===== config.mk =====
export PLATFORM = sky130hd
export DESIGN_NAME = pc1_128_stream_encrypt_flat
export DESIGN_NICKNAME = d
export VERILOG_FILES = /design/src/pc1_pkg.sv /design/src/pc1_if.sv /design/src/pc1_round.sv /design/src/pc1_128_stream_encrypt.sv /design/src/flat_wrapper.sv
export SDC_FILE = /design/constraint.sdc
export NUM_CORES = 1
export LEC_CHECK = 0
export ABC_AREA = 1
export BUFFER_PORTS_ARGS = -buffer_cell sky130_fd_sc_hd__buf_2
export CORE_MARGIN = 10
export CORE_UTILIZATION = 57
export DETAILED_ROUTE_END_ITERATION = 10
export PLACE_DENSITY_LB_ADDON = 0.2
export REMOVE_ABC_BUFFERS = 1
export SLEW_MARGIN = 0
export SYNTH_ARGS = -nofsm -noshare
export SYNTH_HDL_FRONTEND = slang
export SYNTH_SLANG_ARGS = --single-unit

===== constraint.sdc =====
create_clock -name clk_i -period 7.3 [get_ports clk_i]
set_clock_uncertainty 0.2 [all_clocks]
set_input_delay 0.365 -clock clk_i [delete_from_list [all_inputs] [get_ports clk_i]]
set_output_delay 0.365 -clock clk_i [all_outputs]
set_load 0.05 [all_outputs]

===== src/pc1_pkg.sv =====
// Types and constants of the PC1-128 stream encryptor.
package pc1_pkg;

  localparam int unsigned KEY_REG_W  = 64;
  localparam int unsigned KEY_W      = 2 * KEY_REG_W;
  localparam int unsigned WORD_W     = 16;
  localparam int unsigned CFG_IDX_W  = 8;
  localparam int unsigned ROUND_W    = 3;

  localparam logic [WORD_W-1:0]    MUL_SEED   = 16'h015A;
  localparam logic [WORD_W-1:0]    MUL_CHAIN  = 16'h4E35;
  localparam logic [ROUND_W-1:0]   ROUND_LAST = 3'd7;

  // Configuration register indexes
  localparam logic [CFG_IDX_W-1:0] REG_KEY_UPPER = 8'd0;
  localparam logic [CFG_IDX_W-1:0] REG_KEY_LOWER = 8'd1;

  typedef enum logic [0:0] {
    ST_IDLE,
    ST_RUN
  } state_e;

  typedef struct packed {
    logic [7:0] plain_byte;
    logic       restart;
    logic       last_in;
  } in_item_t;

  typedef struct packed {
    logic [7:0] cipher_byte;
    logic       last_out;
  } out_item_t;

  // Operands of one keystream round
  typedef struct packed {
    logic [WORD_W-1:0]  prev;
    logic [WORD_W-1:0]  kw;
    logic [WORD_W-1:0]  seed;
    logic [WORD_W-1:0]  chain;
    logic [WORD_W-1:0]  acc;
    logic [ROUND_W-1:0] idx;
  } round_in_t;

  // Updated chaining state after one round
  typedef struct packed {
    logic [WORD_W-1:0] prev;
    logic [WORD_W-1:0] seed;
    logic [WORD_W-1:0] chain;
    logic [WORD_W-1:0] acc;
  } round_out_t;

endpackage


===== src/pc1_if.sv =====
// Valid/ready channel interfaces for input items, result items and configuration.
interface pc1_in_if;
  import pc1_pkg::*;
  logic     valid;
  logic     ready;
  in_item_t item;
  modport source (output valid, output item, input ready);
  modport sink (input valid, input item, output ready);
endinterface

interface pc1_out_if;
  import pc1_pkg::*;
  logic      valid;
  logic      ready;
  out_item_t item;
  modport source (output valid, output item, input ready);
  modport sink (input valid, input item, output ready);
endinterface

interface pc1_cfg_if;
  import pc1_pkg::*;
  logic                 valid;
  logic                 ready;
  logic [CFG_IDX_W-1:0] index;
  logic [KEY_REG_W-1:0] data;
  modport source (output valid, output index, output data, input ready);
  modport sink (input valid, input index, input data, output ready);
endinterface


===== src/pc1_round.sv =====
// One PC1-128 keystream round: constant multiplies, adds and accumulator fold.
module pc1_round (
  input  pc1_pkg::round_in_t  rnd_i,
  output pc1_pkg::round_out_t rnd_o
);
  import pc1_pkg::*;

  logic [WORD_W-1:0]   w;
  logic [WORD_W-1:0]   step;
  logic [2*WORD_W-1:0] prod_ws;
  logic [2*WORD_W-1:0] prod_wc;
  logic [2*WORD_W-1:0] prod_sc;
  logic [WORD_W-1:0]   chain_new;
  logic [WORD_W-1:0]   nxt;

  // Mix the previous round output into this key word
  assign w    = rnd_i.prev ^ rnd_i.kw;
  assign step = rnd_i.chain + {{(WORD_W-ROUND_W){1'b0}}, rnd_i.idx};

  // Products, kept modulo 2^16
  assign prod_ws = {{WORD_W{1'b0}}, w} * {{WORD_W{1'b0}}, MUL_SEED};
  assign prod_wc = {{WORD_W{1'b0}}, w} * {{WORD_W{1'b0}}, MUL_CHAIN};
  assign prod_sc = {{WORD_W{1'b0}}, step} * {{WORD_W{1'b0}}, MUL_CHAIN};

  assign chain_new = prod_sc[WORD_W-1:0] + prod_ws[WORD_W-1:0] + rnd_i.seed;
  assign nxt       = prod_wc[WORD_W-1:0] + {{(WORD_W-1){1'b0}}, 1'b1};

  assign rnd_o.seed  = prod_ws[WORD_W-1:0];
  assign rnd_o.chain = chain_new;
  assign rnd_o.prev  = nxt;
  assign rnd_o.acc   = rnd_i.acc ^ nxt ^ chain_new;

endmodule


===== src/pc1_128_stream_encrypt.sv =====
// PC1-128 byte stream encryptor: round sequencer, working key and result register.
// Each byte takes eight rounds on the single shared round unit, one round a cycle, but the last
// round is held while the result register is still full; no new item is taken before then,
// and the input is ready again on the cycle after the last round.
// A pending result is held in its own register while the next item is taken.
// Reset clears the key registers, working key and chaining words to zero, no wait.
module pc1_128_stream_encrypt (
  input  logic            clk_i,
  input  logic            rst_ni,
  pc1_cfg_if.sink         cfg_i,
  pc1_in_if.sink          in_i,
  pc1_out_if.source       out_o
);
  import pc1_pkg::*;

  state_e               state_q, state_d;
  logic [KEY_REG_W-1:0] key_upper_q, key_lower_q;
  logic [KEY_W-1:0]     wk_q;
  logic [KEY_W-1:0]     wk_rot;
  logic [WORD_W-1:0]    seed_q, chain_q, prev_q, acc_q;
  logic [ROUND_W-1:0]   cnt_q;
  logic [7:0]           plain_q;
  logic                 last_q;
  logic                 out_valid_q;
  out_item_t            out_item_q;

  logic       accept;
  logic       step_en;
  logic       finish;
  round_in_t  rnd_in;
  round_out_t rnd_out;

  // Configuration writes are always taken
  assign cfg_i.ready = 1'b1;

  always_ff @(posedge clk_i or negedge rst_ni) begin
    if (!rst_ni) begin
      key_upper_q <= '0;
      key_lower_q <= '0;
    end else if (cfg_i.valid) begin
      case (cfg_i.index)
        REG_KEY_UPPER: key_upper_q <= cfg_i.data;
        REG_KEY_LOWER: key_lower_q <= cfg_i.data;
        default: ;
      endcase
    end
  end

  assign in_i.ready = (state_q == ST_IDLE);
  assign accept     = in_i.valid & in_i.ready;

  // Sequencer: hold the last round until the result register is free
  always_comb begin
    state_d = state_q;
    step_en = 1'b0;
    finish  = 1'b0;
    case (state_q)
      ST_IDLE: begin
        if (accept) state_d = ST_RUN;
      end
      ST_RUN: begin
        step_en = (cnt_q != ROUND_LAST) || !out_valid_q || out_o.ready;
        finish  = step_en && (cnt_q == ROUND_LAST);
        if (finish) state_d = ST_IDLE;
      end
      default: state_d = ST_IDLE;
    endcase
  end

  always_ff @(posedge clk_i or negedge rst_ni) begin
    if (!rst_ni) state_q <= ST_IDLE;
    else         state_q <= state_d;
  end

  // Shared round unit, current key word at the top of the rotating key
  assign rnd_in.prev  = prev_q;
  assign rnd_in.kw    = wk_q[KEY_W-1 -: WORD_W];
  assign rnd_in.seed  = seed_q;
  assign rnd_in.chain = chain_q;
  assign rnd_in.acc   = acc_q;
  assign rnd_in.idx   = cnt_q;

  pc1_round u_round (
    .rnd_i (rnd_in),
    .rnd_o (rnd_out)
  );

  assign wk_rot = {wk_q[KEY_W-WORD_W-1:0], wk_q[KEY_W-1 -: WORD_W]};

  // Advance the cipher state one round a cycle while the sequencer steps
  always_ff @(posedge clk_i or negedge rst_ni) begin
    if (!rst_ni) begin
      wk_q    <= '0;
      seed_q  <= '0;
      chain_q <= '0;
      prev_q  <= '0;
      acc_q   <= '0;
      cnt_q   <= '0;
    end else if (accept) begin
      cnt_q  <= '0;
      prev_q <= '0;
      acc_q  <= '0;
      if (in_i.item.restart) begin
        wk_q    <= {key_upper_q, key_lower_q};
        seed_q  <= '0;
        chain_q <= '0;
      end
    end else if (step_en) begin
      cnt_q   <= cnt_q + 1'b1;
      prev_q  <= rnd_out.prev;
      acc_q   <= rnd_out.acc;
      seed_q  <= rnd_out.seed;
      chain_q <= rnd_out.chain;
      // after the eighth rotation the key is back in place: fold in the plaintext
      wk_q    <= finish ? (wk_rot ^ {(KEY_W/8){plain_q}}) : wk_rot;
    end
  end

  // Capture the item payload
  always_ff @(posedge clk_i) begin
    if (accept) begin
      plain_q <= in_i.item.plain_byte;
      last_q  <= in_i.item.last_in;
    end
  end

  // Result register
  always_ff @(posedge clk_i or negedge rst_ni) begin
    if (!rst_ni)          out_valid_q <= 1'b0;
    else if (finish)      out_valid_q <= 1'b1;
    else if (out_o.ready) out_valid_q <= 1'b0;
  end

  always_ff @(posedge clk_i) begin
    if (finish) begin
      out_item_q.cipher_byte <= plain_q ^ rnd_out.acc[15:8] ^ rnd_out.acc[7:0];
      out_item_q.last_out    <= last_q;
    end
  end

  assign out_o.valid = out_valid_q;
  assign out_o.item  = out_item_q;

endmodule


===== src/flat_wrapper.sv =====
// flat-port wrapper written by rule: the top's interface ports become plain ports
module pc1_128_stream_encrypt_flat import pc1_pkg::*;
  (clk_i, rst_ni, cfg_i_valid, cfg_i_index, cfg_i_data, cfg_i_ready, in_i_valid, in_i_item, in_i_ready, out_o_valid, out_o_item, out_o_ready);
  pc1_cfg_if cfg_i_i ();
  pc1_in_if in_i_i ();
  pc1_out_if out_o_i ();
  input  logic clk_i;
  input  logic rst_ni;
  input wire logic [$bits(cfg_i_i.valid)-1:0] cfg_i_valid;
  input wire logic [$bits(cfg_i_i.index)-1:0] cfg_i_index;
  input wire logic [$bits(cfg_i_i.data)-1:0] cfg_i_data;
  output wire logic [$bits(cfg_i_i.ready)-1:0] cfg_i_ready;
  input wire logic [$bits(in_i_i.valid)-1:0] in_i_valid;
  input wire logic [$bits(in_i_i.item)-1:0] in_i_item;
  output wire logic [$bits(in_i_i.ready)-1:0] in_i_ready;
  output wire logic [$bits(out_o_i.valid)-1:0] out_o_valid;
  output wire logic [$bits(out_o_i.item)-1:0] out_o_item;
  input wire logic [$bits(out_o_i.ready)-1:0] out_o_ready;
  assign cfg_i_i.valid = cfg_i_valid;
  assign cfg_i_i.index = cfg_i_index;
  assign cfg_i_i.data = cfg_i_data;
  assign cfg_i_ready = cfg_i_i.ready;
  assign in_i_i.valid = in_i_valid;
  assign in_i_i.item = in_i_item;
  assign in_i_ready = in_i_i.ready;
  assign out_o_valid = out_o_i.valid;
  assign out_o_item = out_o_i.item;
  assign out_o_i.ready = out_o_ready;
  pc1_128_stream_encrypt u_core (.clk_i(clk_i), .rst_ni(rst_ni), .cfg_i(cfg_i_i), .in_i(in_i_i), .out_o(out_o_i));
endmodule

; ---- After elaboration in Yosys (flattened, before gate mapping)
; Index checks and enable logic that the tools add are counted.
[word_totals]
wordCells = 66
inputBits = 87
out_inout_bits = 12
ff_bits = 343
[op_classes]
mux = 22
mul = 3
n_bitwise = 8
add_sub_neg = 5
n_reduce_logical = 10
eq_ne = 4
[ops]
columns = op, count
row1 = $mux 128, 4
row2 = $mux 16, 9
row3 = $xor 128x128->128, 1
row4 = $xor 16x16->16, 3
row5 = $add 16x16->16, 2
row6 = $mul 16x15->16 const B, 2
row7 = $add 16x1->16 const B, 1
row8 = $add 16x3->16, 1
row9 = $mul 16x8->15 const B, 1
row10 = $xor 8x8->8, 2
row11 = $eq 8x1->1 const B, 1
row12 = $logic_not 8->1, 1
row13 = $mux 1, 6
row14 = $mux 3, 2
row15 = $reduce_and 2->1, 3
row16 = $reduce_bool 2->1, 2
row17 = $add 3x1->3 const B, 1
row18 = $eq 3x3->1 const B, 1
row19 = $ne 3x3->1 const B, 1
row20 = $logic_or 1x1->1, 2
row21 = $ne 2x2->1 const B, 1
row22 = $pmux 1 s2, 1
row23 = $and 1x1->1, 1
row24 = $logic_and 1x1->1, 1
row25 = other kinds (2), 2

; ---- Depth between registers and ports, before layout
[depth]
word_depth = 8
mapped_depth = 43
ltp_nobuf = 43

; ---- Hierarchy
; Synthesis repeated with hierarchy kept, for this count alone.
[hier_totals]
hier_cells = 3643
hier_area_um2 = 25992.4
[by_module_without_submodules]
columns = mod, seq_area_each_um2, cells_each, area_per_inst_um2, instances
row1 = pc1_128_stream_encrypt, 8673.3, 2707, 18411.4, 1
row2 = pc1_round, 0.0, 936, 7581.0, 1

; ---- Worst setup path after synthesis
; Ideal clock, no wire load.
[synth_timing]
kind = register to register
start = reg u_core.wk_q[113]
end = reg u_core.out_item_q (netlist bit u_core.out_o.item[8]) (data pin)
required_ps = 6847
path_buffers = 0
arrival_time_ps = 7436
setup_ps = 253
setup_slack_ps = -589
stages_incl_launch_ff = 36
synth_period_minus_slack_ps = 7889
cell_sequence = dfrtp_1 -> xor2_1 -> ha_1 -> inv_1 -> fa_1 -> inv_1 -> fa_1 -> inv_1 -> fa_1 -> inv_1 -> ha_1 -> inv_1 -> nor4_1 -> a21oi_1 -> inv_1 -> a21oi_1 -> o21ai_0 -> xnor2_1 -> fa_1 -> fa_1 -> fa_1 -> fa_1 -> inv_1 -> ha_1 -> nand2_1 -> nor3_1 -> nand2_1 -> o211ai_1 -> a31oi_1 -> nand3b_1 -> nand2_1 -> nand3_1 -> nand2_2 -> nand2_2 -> nand3_1 -> nand2_1
[synth_between]
elab_chain_cells = 7
[synth_rtl]
columns = item, line
row1 = from (decl), pc1_128_stream_encrypt.sv:18  ; logic [KEY_W-1:0] wk_q;
row2 = from (signal assigned), pc1_128_stream_encrypt.sv:104  ; wk_q <= {key_upper_q, key_lower_q};
row3 = from (signal assigned), pc1_128_stream_encrypt.sv:115  ; wk_q <= finish ? (wk_rot ^ {(KEY_W/8){plain_q}}) : wk_rot;
row4 = $xor 16x16->16 (*), pc1_round.sv:17  ; assign w = rnd_i.prev ^ rnd_i.kw;
row5 = $mul 16x8->15 or $mul 16x15->16 (tied branches), "pc1_round.sv:21, pc1_round.sv:22"
row6 = $add 16x16->16 or $add 16x1->16 (tied branches), "pc1_round.sv:25, pc1_round.sv:26"
row7 = $add 16x16->16 or $xor 16x16->16 (tied branches), "pc1_round.sv:25, pc1_round.sv:31"
row8 = $xor 16x16->16 (*), pc1_round.sv:31  ; assign rnd_o.acc = rnd_i.acc ^ nxt ^ chain_new;
row9 = $xor 8x8->8, pc1_128_stream_encrypt.sv:136  ; out_item_q.cipher_byte <= plain_q ^ rnd_out.acc[15:8] ^ rnd_out.acc[7:0];
row10 = $xor 8x8->8 (*), pc1_128_stream_encrypt.sv:136
row11 = to (decl), pc1_128_stream_encrypt.sv:25  ; out_item_t out_item_q;
; Mark *: on every way between the ends. The rest lies on a longest branch, timed or not.
; A chain may end at the register's enable or synchronous reset.

; ---- Final worst setup path
[layout_timing]
start = reg u_core.wk_q[115]
end = reg u_core.out_item_q (netlist bit u_core.out_o.item[8]) (data pin)
; Same word-level chain as after synthesis.

==> impl_results.md <==
- Synth warn: 0
- Row cnt: 73
- Ant. Diodes: 0
- All-Layer GR Usage: 24.2%
- Post-synth ARST share: 94.7%
- CTS Root Cell: clkbuf_16
- Pins Over Slew Limit: 0
- Total Die Area: 0.0482 mm²
- Register area: 0.00865 mm²
- Via/cell ratio: 5.25
- Port buffer count: 97
- Setup TNS Final: -2830 ps
- CTS H-Tree Depth: 2
- Global-route wire length before repair: 94400 µm
- Yosys cell types: 40
- Drt wl/cell: 16.8 µm
- Cell at the slowest stage of the critical path: fa_1
- Tmin final: 7770 ps
- CP Max Fanout: 4
- Leading cell type in the layout, fill and taps excluded: inv_1
- Post-DP HPWL: 39600 µm
- Hold Crit Endpoint: u_core.out_o.item[0]
- Crit path DAT: 7880 ps
- Final setup violation count: 13
- Worst Path Buf+Inv: 7
- EDFF count, synth: 18
- GR peak layer: met2
- Sequential-to-total area share from yosys stat: 38.1%
- Global-route met1 utilization: 31.6%
- GR Util met2: 40.8%
- DIE WIDTH: 220 µm
- Seq cells post-synth: 342
- Cts bufs inserted: 40
- RSZ-0062 raised after global routing: yes
- Hold path start: u_core.last_q
- Slew @ Worst Pin: 1240 ps
- Tightest Hold Check Type: reg -> reg
- FILL cells: 2983
- CTS tree: done
- Clock buffer depth: 3
- Maxcap violations: 0
- Crit path max-delay family: adder cells
- Core Area: 0.0395 mm²
- Outcome: complete, but fails checks
- Hold WS: 214 ps
- Mean Syn Cell Area: 8.80 µm²
- Dpl cells: 3218
- Mapped Area: 0.0227 mm²
- Commonest cells after routing, fill and taps aside: 499 x inv_1, 405 x nand2_1, 324 x dfrtp_1, 320 x o21ai_0, 163 x buf_4
- Syn-to-layout area delta: 22.0%
- R2r endpoint: u_core.out_o.item[8]
- CP required: 7420 ps
- Worst Slack Setup Final: -466 ps
- Initial antenna violation count: 1
- Max transition margin: 16.9%
- First drt pass iteration count: 6
- Fin crit share: 106%
- Largest net degree at the start of global routing: 145
- Met3 usage: 3.40%
- Final estimated routing congestion in global placement: 0.940
- Drt total wl: 57400 µm
- Final Non-Filler Cells: 3414
- Share of layout cells above drive strength 1: 16.5%
- Hold Path Cell Cnt: 0
- Cell count after synthesis: 2581
- Fin area: 0.0277 mm²
- Io pins: 99
- Length in cells of the worst reg-to-reg path: 42
- Aggregate global routing overflow: 0
- Initial cell density of the core: 57.4%
- Die Y-Extent: 220 µm
- Setup CP Type: reg -> reg
- Clk pin slew, worst setup/hold paths: 60 ps
- Clk_lat worst skew: 560 ps
- Final Hold Fails: 0
- Post-synth top flop: dfrtp_1
- Max incr delay on CP: 530 ps
- Critical Path Sink Type: register
- Setup slack, reg-to-reg: -470 ps
- Initial DRC count: 1249
- Vias in the first global route: 18700
- Crit path launch type: register
- Detailed-route DRC error count: 0
- Most frequent CP cell: nand2_1
- Remaining antenna violation count after routing: 0
- DP Area: 0.0244 mm²
- Nets: 3221
- Multi-input gate area in the final layout: 0.0124 mm²
- Via count: 17900
- Max Freq: 0.129 GHz
- CTS Sinks: 342
- R2R Path Start: u_core.wk_q[115]
- Failing checks: negative setup slack
cells in the mapped netlist, types with 4 or more instances:
| master | instances | area share (%) |
|---|---|---|
| edfxtp_1 | 18 | 2.4 |
| a22o_1 | 7 | 0.27 |
| dfrtp_1 | 324 | 36 |
| nand3_1 | 86 | 1.9 |
| nand2_1 | 424 | 7.0 |
| nand3b_1 | 6 | 0.20 |
| nor2_1 | 28 | 0.46 |
| fa_1 | 108 | 9.5 |
| buf_2 | 18 | 0.40 |
| buf_1 | 11 | 0.18 |
| inv_1 | 518 | 8.6 |
| a31oi_1 | 4 | 0.11 |
| clkbuf_1 | 80 | 1.3 |
| nand2_2 | 10 | 0.28 |
| o211ai_1 | 128 | 4.2 |
| o21ai_0 | 323 | 7.1 |
| o21a_1 | 4 | 0.13 |
| nor3_1 | 6 | 0.13 |
| xnor2_1 | 36 | 1.4 |
| nor2_2 | 4 | 0.11 |
| ha_1 | 167 | 9.2 |
| inv_2 | 6 | 0.099 |
| a21oi_1 | 34 | 0.75 |
| o22ai_1 | 27 | 0.74 |
| xor2_1 | 173 | 6.7 |
metal layers:
metal	vias to the layer above	wire, µm	part of all wire [%]
met5	-	0	0
met4	0	1540	2.7
met3	100	2860	5.0
met2	409	28100	49
met1	8661	24900	43
li1	8758	-	-
cells by family (layout without fill, tap and decap cells):
family	Yosys count	count (layout)	share of synthesized area, %
buf+inv	636	944	10.7
fa+ha+maj	275	275	18.7
flops	342	342	38.1
other cells	1	1	0.0165
xor+xnor	212	212	8.28
simple gates	580	580	10.6
compound gates	535	535	13.6
worst max-delay path by stage:
| stage | start | end | slack (ps) | cells after the start |
|---|---|---|---|---|
| 3_5_place_dp | u_core.wk_q[115] | u_core.out_o.item[8] | -750 | 43 |
| 2_1_floorplan | u_core.wk_q[113] | u_core.out_o.item[8] | -590 | 35 |
| 3_3_place_gp | u_core.wk_q[117] | u_core.out_o.item[8] | -450 | 36 |
| 5_1_grt | u_core.wk_q[115] | u_core.out_o.item[8] | -710 | 42 |
| 6_report | u_core.wk_q[115] | u_core.out_o.item[8] | -470 | 42 |
| 4_1_cts | u_core.prev_q[5] | u_core.out_o.item[8] | -300 | 39 |
metrics by stage:
| stage | util [%] | worst slack, ps |
|---|---|---|
| 3_3_place_gp | 61.8 | -454 |
| 2_1_floorplan | - | -589 |
| 3_5_place_dp | 61.8 | -749 |
| 5_1_grt | 70.0 | -713 |
| 4_1_cts | 69.1 | -298 |
| 6_report | 70.0 | -466 |
flip-flops by register name (all words and copies together) (netlist names):
signal	cells
u_core.out_o.item	9
u_core.plain_q	8
u_core.wk_q	128
u_core.key_lower_q	64
u_core.last_q	1
u_core.acc_q	16
u_core.out_o.valid	1
u_core.chain_q	16
u_core.cnt_q	3
u_core.state_q	1
u_core.key_upper_q	64
u_core.prev_q	16
u_core.seed_q	15
cell type report:
cell class | instances | share of cell area [%]
inverters | 524 | 7.16
well taps | 525 | 2.37
repair buffers | 348 | 9.54
clock buffers | 57 | 4.21
clock inverters | 15 | 0.718
flip-flops and latches | 342 | 31.2
multi-input cells | 1603 | 44.8
timing repair:
| action | in CTS | in global routing |
|---|---|---|
| resized for setup | 94 | 48 |
| endpoints found under the setup margin | 17 | 19 |
| hold endpoints to repair | 247 | 0 |
| pin swaps | 38 | 55 |
| buffers inserted | 40 | 12 |
| hold buffers | 76 | 0 |
Power is not shown: default switching activity piles up to over one toggle a cycle in this logic, so the estimate is an artifact.
